--- src/hdl/tdpb_pkg.sv ---
// shared types and constants for the tail-drop packet buffer timing block
// no dependencies; used by every module of the block by scoped name
`default_nettype none

package tdpb_pkg;

    localparam int unsigned QUEUE_DEPTH_DEF = 64;
    localparam int unsigned TIME_W          = 32;
    localparam int unsigned LIMIT_W         = 7;
    localparam logic [LIMIT_W-1:0] LIMIT_RESET = 7'd64;

    typedef enum logic {
        ST_IDLE,
        ST_CHECK
    } t_state;

    // commands from the controller to the ring, never both in one cycle
    typedef struct packed {
        logic push;
        logic pop;
    } t_ring_cmd;

    typedef struct packed {
        logic empty;
        logic full;     // occupancy at or above the effective limit
    } t_ring_status;

endpackage

`default_nettype wire

--- src/hdl/tail_drop_packet_buffer_timing.sv ---
// channel   dir  beat contents
// s stream  in   tdata: arrival_time [31:0], service_time [63:32]
// m stream  out  tdata: serve_start [31:0]; tuser: dropped [0]
// cfg       in   cfg_wdata: buffer_limit [6:0], written when cfg_we is high
//
// a packet is taken in the idle state, then the check state retires finish times and decides:
// the retire loop walks the ring memory one entry per cycle through its head read port
// the input is taken again once the result sits in the output register
// the result register holds until taken; a stalled output holds the decision cycle
// synchronous active-low reset empties the ring and sets the limit to 64; no clearing pass
// tail-drop packet buffer timing top level: ring memory plus controller
// depends on tdpb_pkg, tdpb_ring, tdpb_ctrl
`default_nettype none

module tail_drop_packet_buffer_timing #(
    parameter int unsigned QUEUE_DEPTH = tdpb_pkg::QUEUE_DEPTH_DEF
) (
    input  wire logic                         i_clk,
    input  wire logic                         i_rst_n,
    input  wire logic                         i_s_tvalid,
    output logic                              o_s_tready,
    input  wire logic [63:0]                  i_s_tdata,   // arrival_time, service_time
    output logic                              o_m_tvalid,
    input  wire logic                         i_m_tready,
    output logic [tdpb_pkg::TIME_W-1:0]       o_m_tdata,   // serve_start
    output logic                              o_m_tuser,   // dropped
    input  wire logic                         i_cfg_we,
    input  wire logic [tdpb_pkg::LIMIT_W-1:0] i_cfg_wdata
);

    tdpb_pkg::t_ring_cmd            ring_cmd;
    tdpb_pkg::t_ring_status         ring_status;
    logic [tdpb_pkg::TIME_W-1:0]    push_data;
    logic [tdpb_pkg::TIME_W-1:0]    head_data;

    tdpb_ring #(
        .QUEUE_DEPTH (QUEUE_DEPTH)
    ) u_ring (
        .i_clk       (i_clk),
        .i_rst_n     (i_rst_n),
        .i_cfg_we    (i_cfg_we),
        .i_cfg_wdata (i_cfg_wdata),
        .i_cmd       (ring_cmd),
        .i_push_data (push_data),
        .o_head_data (head_data),
        .o_status    (ring_status)
    );

    tdpb_ctrl u_ctrl (
        .i_clk       (i_clk),
        .i_rst_n     (i_rst_n),
        .i_s_tvalid  (i_s_tvalid),
        .o_s_tready  (o_s_tready),
        .i_s_tdata   (i_s_tdata),
        .o_m_tvalid  (o_m_tvalid),
        .i_m_tready  (i_m_tready),
        .o_m_tdata   (o_m_tdata),
        .o_m_tuser   (o_m_tuser),
        .o_cmd       (ring_cmd),
        .o_push_data (push_data),
        .i_head_data (head_data),
        .i_status    (ring_status)
    );

endmodule

`default_nettype wire

--- src/hdl/tdpb_ring.sv ---
// finish-time ring: synchronous memory, head/tail pointers, occupancy and limit register
// depends on tdpb_pkg
`default_nettype none

module tdpb_ring #(
    parameter int unsigned QUEUE_DEPTH = tdpb_pkg::QUEUE_DEPTH_DEF
) (
    input  wire logic                          i_clk,
    input  wire logic                          i_rst_n,
    input  wire logic                          i_cfg_we,
    input  wire logic [tdpb_pkg::LIMIT_W-1:0]  i_cfg_wdata,
    input  wire tdpb_pkg::t_ring_cmd           i_cmd,
    input  wire logic [tdpb_pkg::TIME_W-1:0]   i_push_data,
    output logic [tdpb_pkg::TIME_W-1:0]        o_head_data,
    output tdpb_pkg::t_ring_status             o_status
);

    localparam int unsigned IDX_W = (QUEUE_DEPTH > 1) ? $clog2(QUEUE_DEPTH) : 1;
    localparam int unsigned OCC_W = $clog2(QUEUE_DEPTH + 1);
    localparam int unsigned CMP_W = (OCC_W > tdpb_pkg::LIMIT_W) ? OCC_W : tdpb_pkg::LIMIT_W;
    localparam logic [IDX_W-1:0] IDX_LAST = IDX_W'(QUEUE_DEPTH - 1);
    localparam logic [OCC_W-1:0] OCC_MAX  = OCC_W'(QUEUE_DEPTH);

    logic [tdpb_pkg::TIME_W-1:0]  mem [QUEUE_DEPTH];
    logic [tdpb_pkg::TIME_W-1:0]  r_head_data;
    logic [IDX_W-1:0]             r_head;
    logic [IDX_W-1:0]             n_head;
    logic [IDX_W-1:0]             r_tail;
    logic [IDX_W-1:0]             n_tail;
    logic [OCC_W-1:0]             r_occ;
    logic [OCC_W-1:0]             n_occ;
    logic [tdpb_pkg::LIMIT_W-1:0] r_limit;

    always_comb begin
        n_head = r_head;
        n_tail = r_tail;
        n_occ  = r_occ;
        if (i_cmd.pop) begin
            n_head = (r_head == IDX_LAST) ? '0 : r_head + 1'b1;
            n_occ  = r_occ - 1'b1;
        end else if (i_cmd.push) begin
            n_tail = (r_tail == IDX_LAST) ? '0 : r_tail + 1'b1;
            n_occ  = r_occ + 1'b1;
        end
    end

    always_ff @(posedge i_clk) begin
        if (!i_rst_n) begin
            r_head  <= '0;
            r_tail  <= '0;
            r_occ   <= '0;
            r_limit <= tdpb_pkg::LIMIT_RESET;
        end else begin
            r_head <= n_head;
            r_tail <= n_tail;
            r_occ  <= n_occ;
            if (i_cfg_we) begin
                r_limit <= i_cfg_wdata;
            end
        end
    end

    // read port follows the next head, so the entry at the head is ready each cycle
    always_ff @(posedge i_clk) begin
        if (i_cmd.push) begin
            mem[r_tail] <= i_push_data;
        end
        r_head_data <= mem[n_head];
    end

    assign o_head_data    = r_head_data;
    assign o_status.empty = (r_occ == '0);
    assign o_status.full  = (CMP_W'(r_occ) >= CMP_W'(r_limit)) || (r_occ == OCC_MAX);

endmodule

`default_nettype wire

--- src/hdl/tdpb_ctrl.sv ---
// per-packet controller: retire loop, drop decision, start and saturated finish time
// depends on tdpb_pkg; drives tdpb_ring through its command struct
`default_nettype none

module tdpb_ctrl (
    input  wire logic                        i_clk,
    input  wire logic                        i_rst_n,
    input  wire logic                        i_s_tvalid,
    output logic                             o_s_tready,
    input  wire logic [63:0]                 i_s_tdata,
    output logic                             o_m_tvalid,
    input  wire logic                        i_m_tready,
    output logic [tdpb_pkg::TIME_W-1:0]      o_m_tdata,
    output logic                             o_m_tuser,
    output tdpb_pkg::t_ring_cmd              o_cmd,
    output logic [tdpb_pkg::TIME_W-1:0]      o_push_data,
    input  wire logic [tdpb_pkg::TIME_W-1:0] i_head_data,
    input  wire tdpb_pkg::t_ring_status      i_status
);

    localparam int unsigned TW = tdpb_pkg::TIME_W;

    tdpb_pkg::t_state r_state, n_state;

    logic [TW-1:0] r_arr, n_arr;
    logic [TW-1:0] r_svc, n_svc;
    logic [TW-1:0] r_last, n_last;
    logic          r_out_valid, n_out_valid;
    logic          r_out_drop, n_out_drop;
    logic [TW-1:0] r_out_start, n_out_start;
    logic [TW-1:0] start;
    logic [TW:0]   sum;
    logic [TW-1:0] finish;
    logic          retire;
    logic          out_free;

    assign start    = i_status.empty ? r_arr : r_last;
    assign sum      = {1'b0, start} + {1'b0, r_svc};
    assign finish   = sum[TW] ? '1 : sum[TW-1:0];
    assign retire   = !i_status.empty && (i_head_data <= r_arr);
    assign out_free = !r_out_valid || i_m_tready;

    always_comb begin
        n_state     = r_state;
        n_arr       = r_arr;
        n_svc       = r_svc;
        n_last      = r_last;
        n_out_valid = r_out_valid && !i_m_tready;
        n_out_drop  = r_out_drop;
        n_out_start = r_out_start;
        o_cmd       = '0;
        unique case (r_state)
            tdpb_pkg::ST_IDLE: begin
                if (i_s_tvalid) begin
                    n_arr   = i_s_tdata[TW-1:0];
                    n_svc   = i_s_tdata[2*TW-1:TW];
                    n_state = tdpb_pkg::ST_CHECK;
                end
            end
            tdpb_pkg::ST_CHECK: begin
                // one retired finish time per cycle, then decide once no head is due and the output is free
                if (retire) begin
                    o_cmd.pop = 1'b1;
                end else if (out_free) begin
                    n_out_valid = 1'b1;
                    n_state     = tdpb_pkg::ST_IDLE;
                    if (i_status.full) begin
                        n_out_drop  = 1'b1;
                        n_out_start = '0;
                    end else begin
                        n_out_drop  = 1'b0;
                        n_out_start = start;
                        n_last      = finish;
                        o_cmd.push  = 1'b1;
                    end
                end
            end
            default: n_state = tdpb_pkg::ST_IDLE;
        endcase
    end

    always_ff @(posedge i_clk) begin
        if (!i_rst_n) begin
            r_state     <= tdpb_pkg::ST_IDLE;
            r_out_valid <= 1'b0;
            r_last      <= '0;
        end else begin
            r_state     <= n_state;
            r_out_valid <= n_out_valid;
            r_last      <= n_last;
        end
    end

    always_ff @(posedge i_clk) begin
        r_arr       <= n_arr;
        r_svc       <= n_svc;
        r_out_drop  <= n_out_drop;
        r_out_start <= n_out_start;
    end

    assign o_s_tready  = (r_state == tdpb_pkg::ST_IDLE);
    assign o_m_tvalid  = r_out_valid;
    assign o_m_tdata   = r_out_start;
    assign o_m_tuser   = r_out_drop;
    assign o_push_data = finish;

endmodule

`default_nettype wire

--- config.mk ---
export PLATFORM = sky130hd
export DESIGN_NAME = tail_drop_packet_buffer_timing
export DESIGN_NICKNAME = d
export VERILOG_FILES = /design/src/hdl/tdpb_pkg.sv /design/src/hdl/tail_drop_packet_buffer_timing.sv /design/src/hdl/tdpb_ring.sv /design/src/hdl/tdpb_ctrl.sv
export SDC_FILE = /design/constraint.sdc
export NUM_CORES = 2
export LEC_CHECK = 0
export BUFFER_PORTS_ARGS = -buffer_cell sky130_fd_sc_hd__buf_2
export CORE_ASPECT_RATIO = 0.9
export CORE_MARGIN = 10
export CORE_UTILIZATION = 50
export CTS_CLUSTER_SIZE = 30
export DETAILED_ROUTE_END_ITERATION = 8
export GPL_ROUTABILITY_DRIVEN = 0
export PLACE_DENSITY = 0.66
export RECOVER_POWER = 50
export SLEW_MARGIN = 10
export SYNTH_ARGS = -nofsm -noshare
export SYNTH_HDL_FRONTEND = slang
export SYNTH_SLANG_ARGS = --single-unit
--- constraint.sdc ---
create_clock -name i_clk -period 22.2 [get_ports i_clk]
set_clock_uncertainty 0.1 [all_clocks]
set_input_delay 0 -clock i_clk [delete_from_list [all_inputs] [get_ports i_clk]]
set_output_delay 0 -clock i_clk [all_outputs]
set_load 0.01 [all_outputs]
* Word level (Yosys, flattened, before mapping)
Memory sizes are Yosys's and may differ from the RTL's. A register that Yosys moved wholly into a read port is not among the register bits.
Cells that the tools add are included.
** Operators by class
- Add/sub/neg operators :: 5
- $mul :: 0
- Divide/modulo/power cells :: 0
- $lt $le $gt $ge :: 2
- Equal/unequal tests :: 3
- Shift operators :: 0
- Muxes and demuxes :: 22
- Bitwise logic cells :: 4
- Reduce and logical (&&, ||, !) cells :: 13
** Operators by type and width (number)
- 2-to-1 mux 32 bit :: 2
- adder 32 x 32 -> 33 bit :: 1
- <= comparator 32 bit :: 1
- 2-to-1 mux 6 bit :: 3
- 2-to-1 mux 7 bit :: 2
- 2-to-1 mux 1 bit :: 13
- adder 6 x 1 -> 6 bit, second input constant :: 2
- equality test 6 bit, second input constant :: 2
- adder 7 x 1 -> 7 bit, second input constant :: 1
- equality test 7 bit, second input constant :: 1
- >= comparator 7 bit :: 1
- logical NOT 7 bit :: 1
- subtractor 7 x 1 -> 7 bit, second input constant :: 1
- NOT 1 bit :: 4
- AND reduction 2 bit :: 2
- AND reduction 4 bit :: 1
- logical NOT 1 bit :: 3
- AND reduction 3 bit :: 1
- logical AND 1 bit :: 2
- logical OR 1 bit :: 2
- 2-to-1 mux 2 bit :: 1
- case mux 1 bit (2 select lines) :: 1
- nonzero test 2 bit :: 1
** Word-level totals
- Bits in registers :: 157
- Bits in latches :: 0
- Bits in writable memories :: 2048
- Bits in read-only memories :: 0
- Bits of input ports :: 76
- Output and inout port bits :: 35
- Logic and storage cells :: 61
- Memories kept :: 1
** Memory list
- u_ring.mem :: words 64, width 32, rd ports 1, clocked after memory_dff 1, wr ports 1, RTL line tdpb_ring.sv:24 : logic [tdpb_pkg::TIME_W-1:0] mem [QUEUE_DEPTH];

* Logic depth before layout (Yosys ltp)
- Depth after elaboration :: 8
- Mapped depth :: 22
- Gate-level depth less buffers :: 19

* Hierarchy
A second synthesis with hierarchy kept.
** Unflattened totals
- Cell total of the unflattened synthesis :: 6755
- Area, all modules :: 90615.7 um^2
** By module, submodules not included
- tdpb_ring :: times used 1, cells each 6063, area each 83209.8 um^2, seq. area each 62660.1 um^2
- tdpb_ctrl :: times used 1, cells each 692, area each 7405.9 um^2, seq. area each 3593.4 um^2

* Worst setup path after synthesis
Ideal clock, no wire load.
- Path type :: register to register
- Start :: register u_ctrl.r_arr[30]
- End :: memory u_ring.mem[45][0] in the netlist's numbering (enable)
- Setup time :: 468 ps
- Arrival :: 7515 ps
- Path slack :: 14117 ps
- Cell stages (with the launch flop) :: 13
- Clock period less this slack :: 8083 ps
- Cells stage by stage :: edfxtp_1 > inv_1 > ha_1 > nand4_1 > or4_1 > nor2_1 > a211oi_1 > nor3_1 > nor2b_1 > clkbuf_1 > clkbuf_1 > nand3_1 > nor3b_1
** On the way
- Longest elaborated chain between the ends :: 6
** Ends and longest elaborated chain
- from (decl) :: RTL line tdpb_ctrl.sv:25 : logic [TW-1:0] r_arr, n_arr;
- from (signal assigned) :: RTL line tdpb_ctrl.sv:95 : r_arr <= n_arr;
- <= comparator 32 bit :: RTL line tdpb_ctrl.sv:40 : assign retire = !i_status.empty && (i_head_data <= r_arr);
- logical AND 1 bit :: RTL line tdpb_ctrl.sv:40
- 2-to-1 mux 1 bit :: RTL line tdpb_ctrl.sv:62 : if (retire) begin
- 2-to-1 mux 2 bit :: RTL line tdpb_ctrl.sv:52 : unique case (r_state)
- 2-to-1 mux 1 bit :: RTL line tdpb_ring.sv:65 : if (i_cmd.push) begin
- 2-to-1 mux 1 bit (not written as such) :: RTL line tdpb_ring.sv:66 : mem[r_tail] <= i_push_data;
- to (decl) :: RTL line tdpb_ring.sv:24
No other way between the ends.

* Final worst setup path
- Start :: register u_ctrl.r_arr[11]
- End :: register u_ring.r_head_data (netlist bit u_ring.o_head_data[22]), read port of u_ring.mem
** On the way
- Longest elaborated chain between the ends :: 5
** Ends and longest elaborated chain
- <= comparator 32 bit :: RTL line tdpb_ctrl.sv:40
- logical AND 1 bit :: RTL line tdpb_ctrl.sv:40
- 2-to-1 mux 1 bit :: RTL line tdpb_ctrl.sv:62
- 2-to-1 mux 2 bit :: RTL line tdpb_ctrl.sv:52
- 2-to-1 mux 6 bit :: RTL line tdpb_ring.sv:38 : if (i_cmd.pop) begin
- to (decl) :: RTL line tdpb_ring.sv:25 : logic [tdpb_pkg::TIME_W-1:0] r_head_data;
No other way between the ends.
A chain may end at the register's enable or synchronous reset.

==> impl_metrics.tcl <==
set metrics [dict create \
    status "complete, but fails checks" \
    failed_checks "max-capacitance violations, max-slew violations" \
    end_kind "flip-flop" \
    post-route-period-util_pct 45.6 \
    rsz0062_at_grt "false" \
    mostFrequentLayoutCells "2,145 x edfxtp_1, 356 x mux2i_1, 322 x nand2_1" \
    synthesis.area_mm2 0.0880 \
    dp_slack_ns 13.55 \
    instances_no_fill 7876 \
    tightestPinTransition_ns 3.84 \
    slew_headroom_pct -156 \
    ioPinCount 111 \
    syn2layout_area_growth_pct 14.1 \
    vdd_drop_max_mv 0.140 \
    drc 0 \
    yosysWarnings 0 \
    h-tree-depth 4 \
    syn_inst 4958 \
    die_h_um 418 \
    fin_crit_ns 10.13 \
    ys.flop_type "edfxtp_1" \
    dpl.cell_count 7321 \
    synth_area_per_cell_um2 17.8 \
    wl_um 247000 \
    layout-drive-gt1-share_pct 15.9 \
    ys_seq_area_share_pct 75.3 \
    die_w_um 462 \
    syn_nets 5114 \
    fill_cells 13000 \
    required_ns 22.68 \
    fp.coreArea_mm2 0.176 \
    clk_latency_ns 0.84 \
    cp_max_fo 32 \
    grt_max_degree 89 \
    rows 146 \
    grt_pass1_wl_um 354000 \
    root_buffer "clkbuf_16" \
    dp_hpwl_um 136000 \
    cts_tree "done" \
    cp.arrival_ns 10.61 \
    hold_viol_final 0 \
    ys_ff_latch 2237 \
    ant_nets 0 \
    numPortBuffers 110 \
    cts.sinks 2237 \
    maxSlewViolCount 2204 \
    grt-ovfl-total 0 \
    track_usage_pct 25.0 \
    cts_made_buffers 212 \
    fin_setup_tns_ns 0 \
    firstDrtPassIters 5 \
    fmax_mhz 98.7 \
    grt_pass1_vias 49600 \
    setup_viol_count_final 0 \
    antenna_found_initial 9 \
    finalWorstSetupSlack_ns 12.07 \
    cts.clk_slew.worst_paths_ns 0.07 \
    async_flop_share_pct 0 \
    start_util_pct 50.1 \
    hold_class "in2reg" \
    clockBufferDepth 3 \
    fin_nets 5488 \
    wire_per_inst_um 31.3 \
    die_area_mm2 0.193 \
    worstSetupPathType "reg2reg" \
    final_common_cell "edfxtp_1" \
    p_leak_nw 34.4 \
    drt-vias-per-instance 6.35 \
    route.vias.total 50000 \
    startpoint_type "flip-flop" \
    p_per_area_mw_per_mm2 132 \
    synth.distinct_cells 68 \
    max_cap_violations 75 \
    synth_edf_count 2145 \
    initialDrtViolationCount 6475 \
]
-- cell families after synthesis --
family,Yosys count,synth area share (%)
AND/OR/NAND/NOR,753,3.84
buffers and inverters,341,1.62
multiplexers,672,11.7
XOR/XNOR,37,0.368
adder cells (fa/ha/maj),80,1.15
AO/OA/AOI/OAI,838,6.06
flip-flops,2237,75.3
-- layer usage --
metal	global-route usage, %	vias up	part of all wire (%)
met3	5.09	465	10
li1	-	20700	-
met1	34.4	26000	39
met4	9.11	4	3.8
met5	0	-	0.0077
met2	39.7	2786	47
-- Yosys cell counts, types with 10 or more instances --
cell type,count,area share (%)
o221ai_1,164,1.6
mux2_2,33,0.42
nand2_1,354,1.5
o21ai_0,125,0.71
a31oi_1,65,0.46
ha_1,78,1.1
a32oi_1,10,0.099
mux2i_1,357,4.1
xor2_1,17,0.17
a21o_1,21,0.18
nand3_1,54,0.31
nor2b_1,52,0.37
a211oi_1,13,0.11
or3_1,11,0.078
o21a_1,14,0.12
and2_1,17,0.12
nand4_1,17,0.12
dfxtp_1,92,2.1
o21ai_1,16,0.091
edfxtp_1,2145,73
a21oi_1,302,1.7
clkbuf_1,171,0.73
buf_2,78,0.44
buf_1,25,0.11
inv_1,57,0.24
o22ai_1,51,0.36
xnor2_1,20,0.20
nor3_1,103,0.59
nor2_1,108,0.46
mux4_2,282,7.2
-- stage by stage --
step	total power, mW	util, %	hold WS, ns	cell area [um^2]
floorplan	8.34	-	-0.00113	88000
global route	13.7	57.2	0.301	100000
CTS	13.3	57.5	0.237	101000
global placement	9.60	52.7	0.0771	92500
finish	13.2	57.2	0.313	100000
detailed placement	9.70	52.7	0.0783	92500
-- state kept, by name (all words and copies together), names as in the netlist --
signal and cells:
u_ctrl.o_m_tdata 32, u_ring.r_occ 7, u_ring.r_limit 7, u_ctrl.o_m_tvalid 1
u_ring.r_head 6, u_ctrl.o_m_tuser 1, u_ctrl.r_svc 32, u_ring.mem 2048
u_ctrl.r_state 1, u_ctrl.r_last 32, u_ctrl.r_arr 32, u_ring.o_head_data 32
u_ring.r_tail 6
-- repair_timing --
| item | in CTS | in global routing |
|---|---|---|
| gates resized for setup | 0 | 0 |
| buffers inserted | 0 | 0 |
| hold buffers | 165 | 0 |
| hold endpoints to repair | 221 | 0 |
-- worst max-delay path, stage by stage, from the launching register on --
cell and delay [ns]:
edfxtp_1 0.34, inv_1 0.05, ha_1 0.30, nand4_1 0.20, nor4_1 0.63, nand3_1 0.14
a21boi_0 0.25, a2111oi_4 0.38, clkbuf_1 1.29, a21oi_1 0.36, a31oi_4 0.25, clkbuf_1 2.32
buf_4 0.79, buf_4 0.56, o221ai_1 0.26, o22ai_1 0.22, nor3_1 0.18, a31oi_1 0.69
o211ai_1 0.47
-- path summary, 6_finish.rpt --
path                                        start                     end  slack (ns)  cells past startpoint
worst max-delay path             u_ctrl.r_arr[11]  u_ring.o_head_data[22]       12.07                     18
worst min register to register  u_ctrl.r_last[26]       u_ctrl.r_last[26]        0.45                      2
worst max register to register   u_ctrl.r_arr[11]  u_ring.o_head_data[22]       12.07                     18
worst min-delay path                      i_rst_n       u_ctrl.r_last[18]        0.31                      5
-- power breakdown --
group	total, mW	internal, mW	switching [mW]	leakage (nW)
Clock	3.59	2.04	1.54	3.34
Sequential	6.27	6.22	0.0530	19.9
Combinational	3.37	0.838	2.53	11.2
-- final cells by class --
type | instances | area (um^2) | share of cell area (%)
Sequential cell | 2237 | 66300 | 65.9
Multi-Input combinational cell | 2380 | 21000 | 20.9
Clock buffer | 265 | 5670 | 5.64
Timing Repair Buffer | 444 | 3220 | 3.21
Tap cell | 2368 | 2960 | 2.95
Clock inverter | 120 | 1180 | 1.17
Inverter | 57 | 214 | 0.213
Antenna cell | 5 | 12.5 | 0.0125
Power figures use the tool's default switching activity.
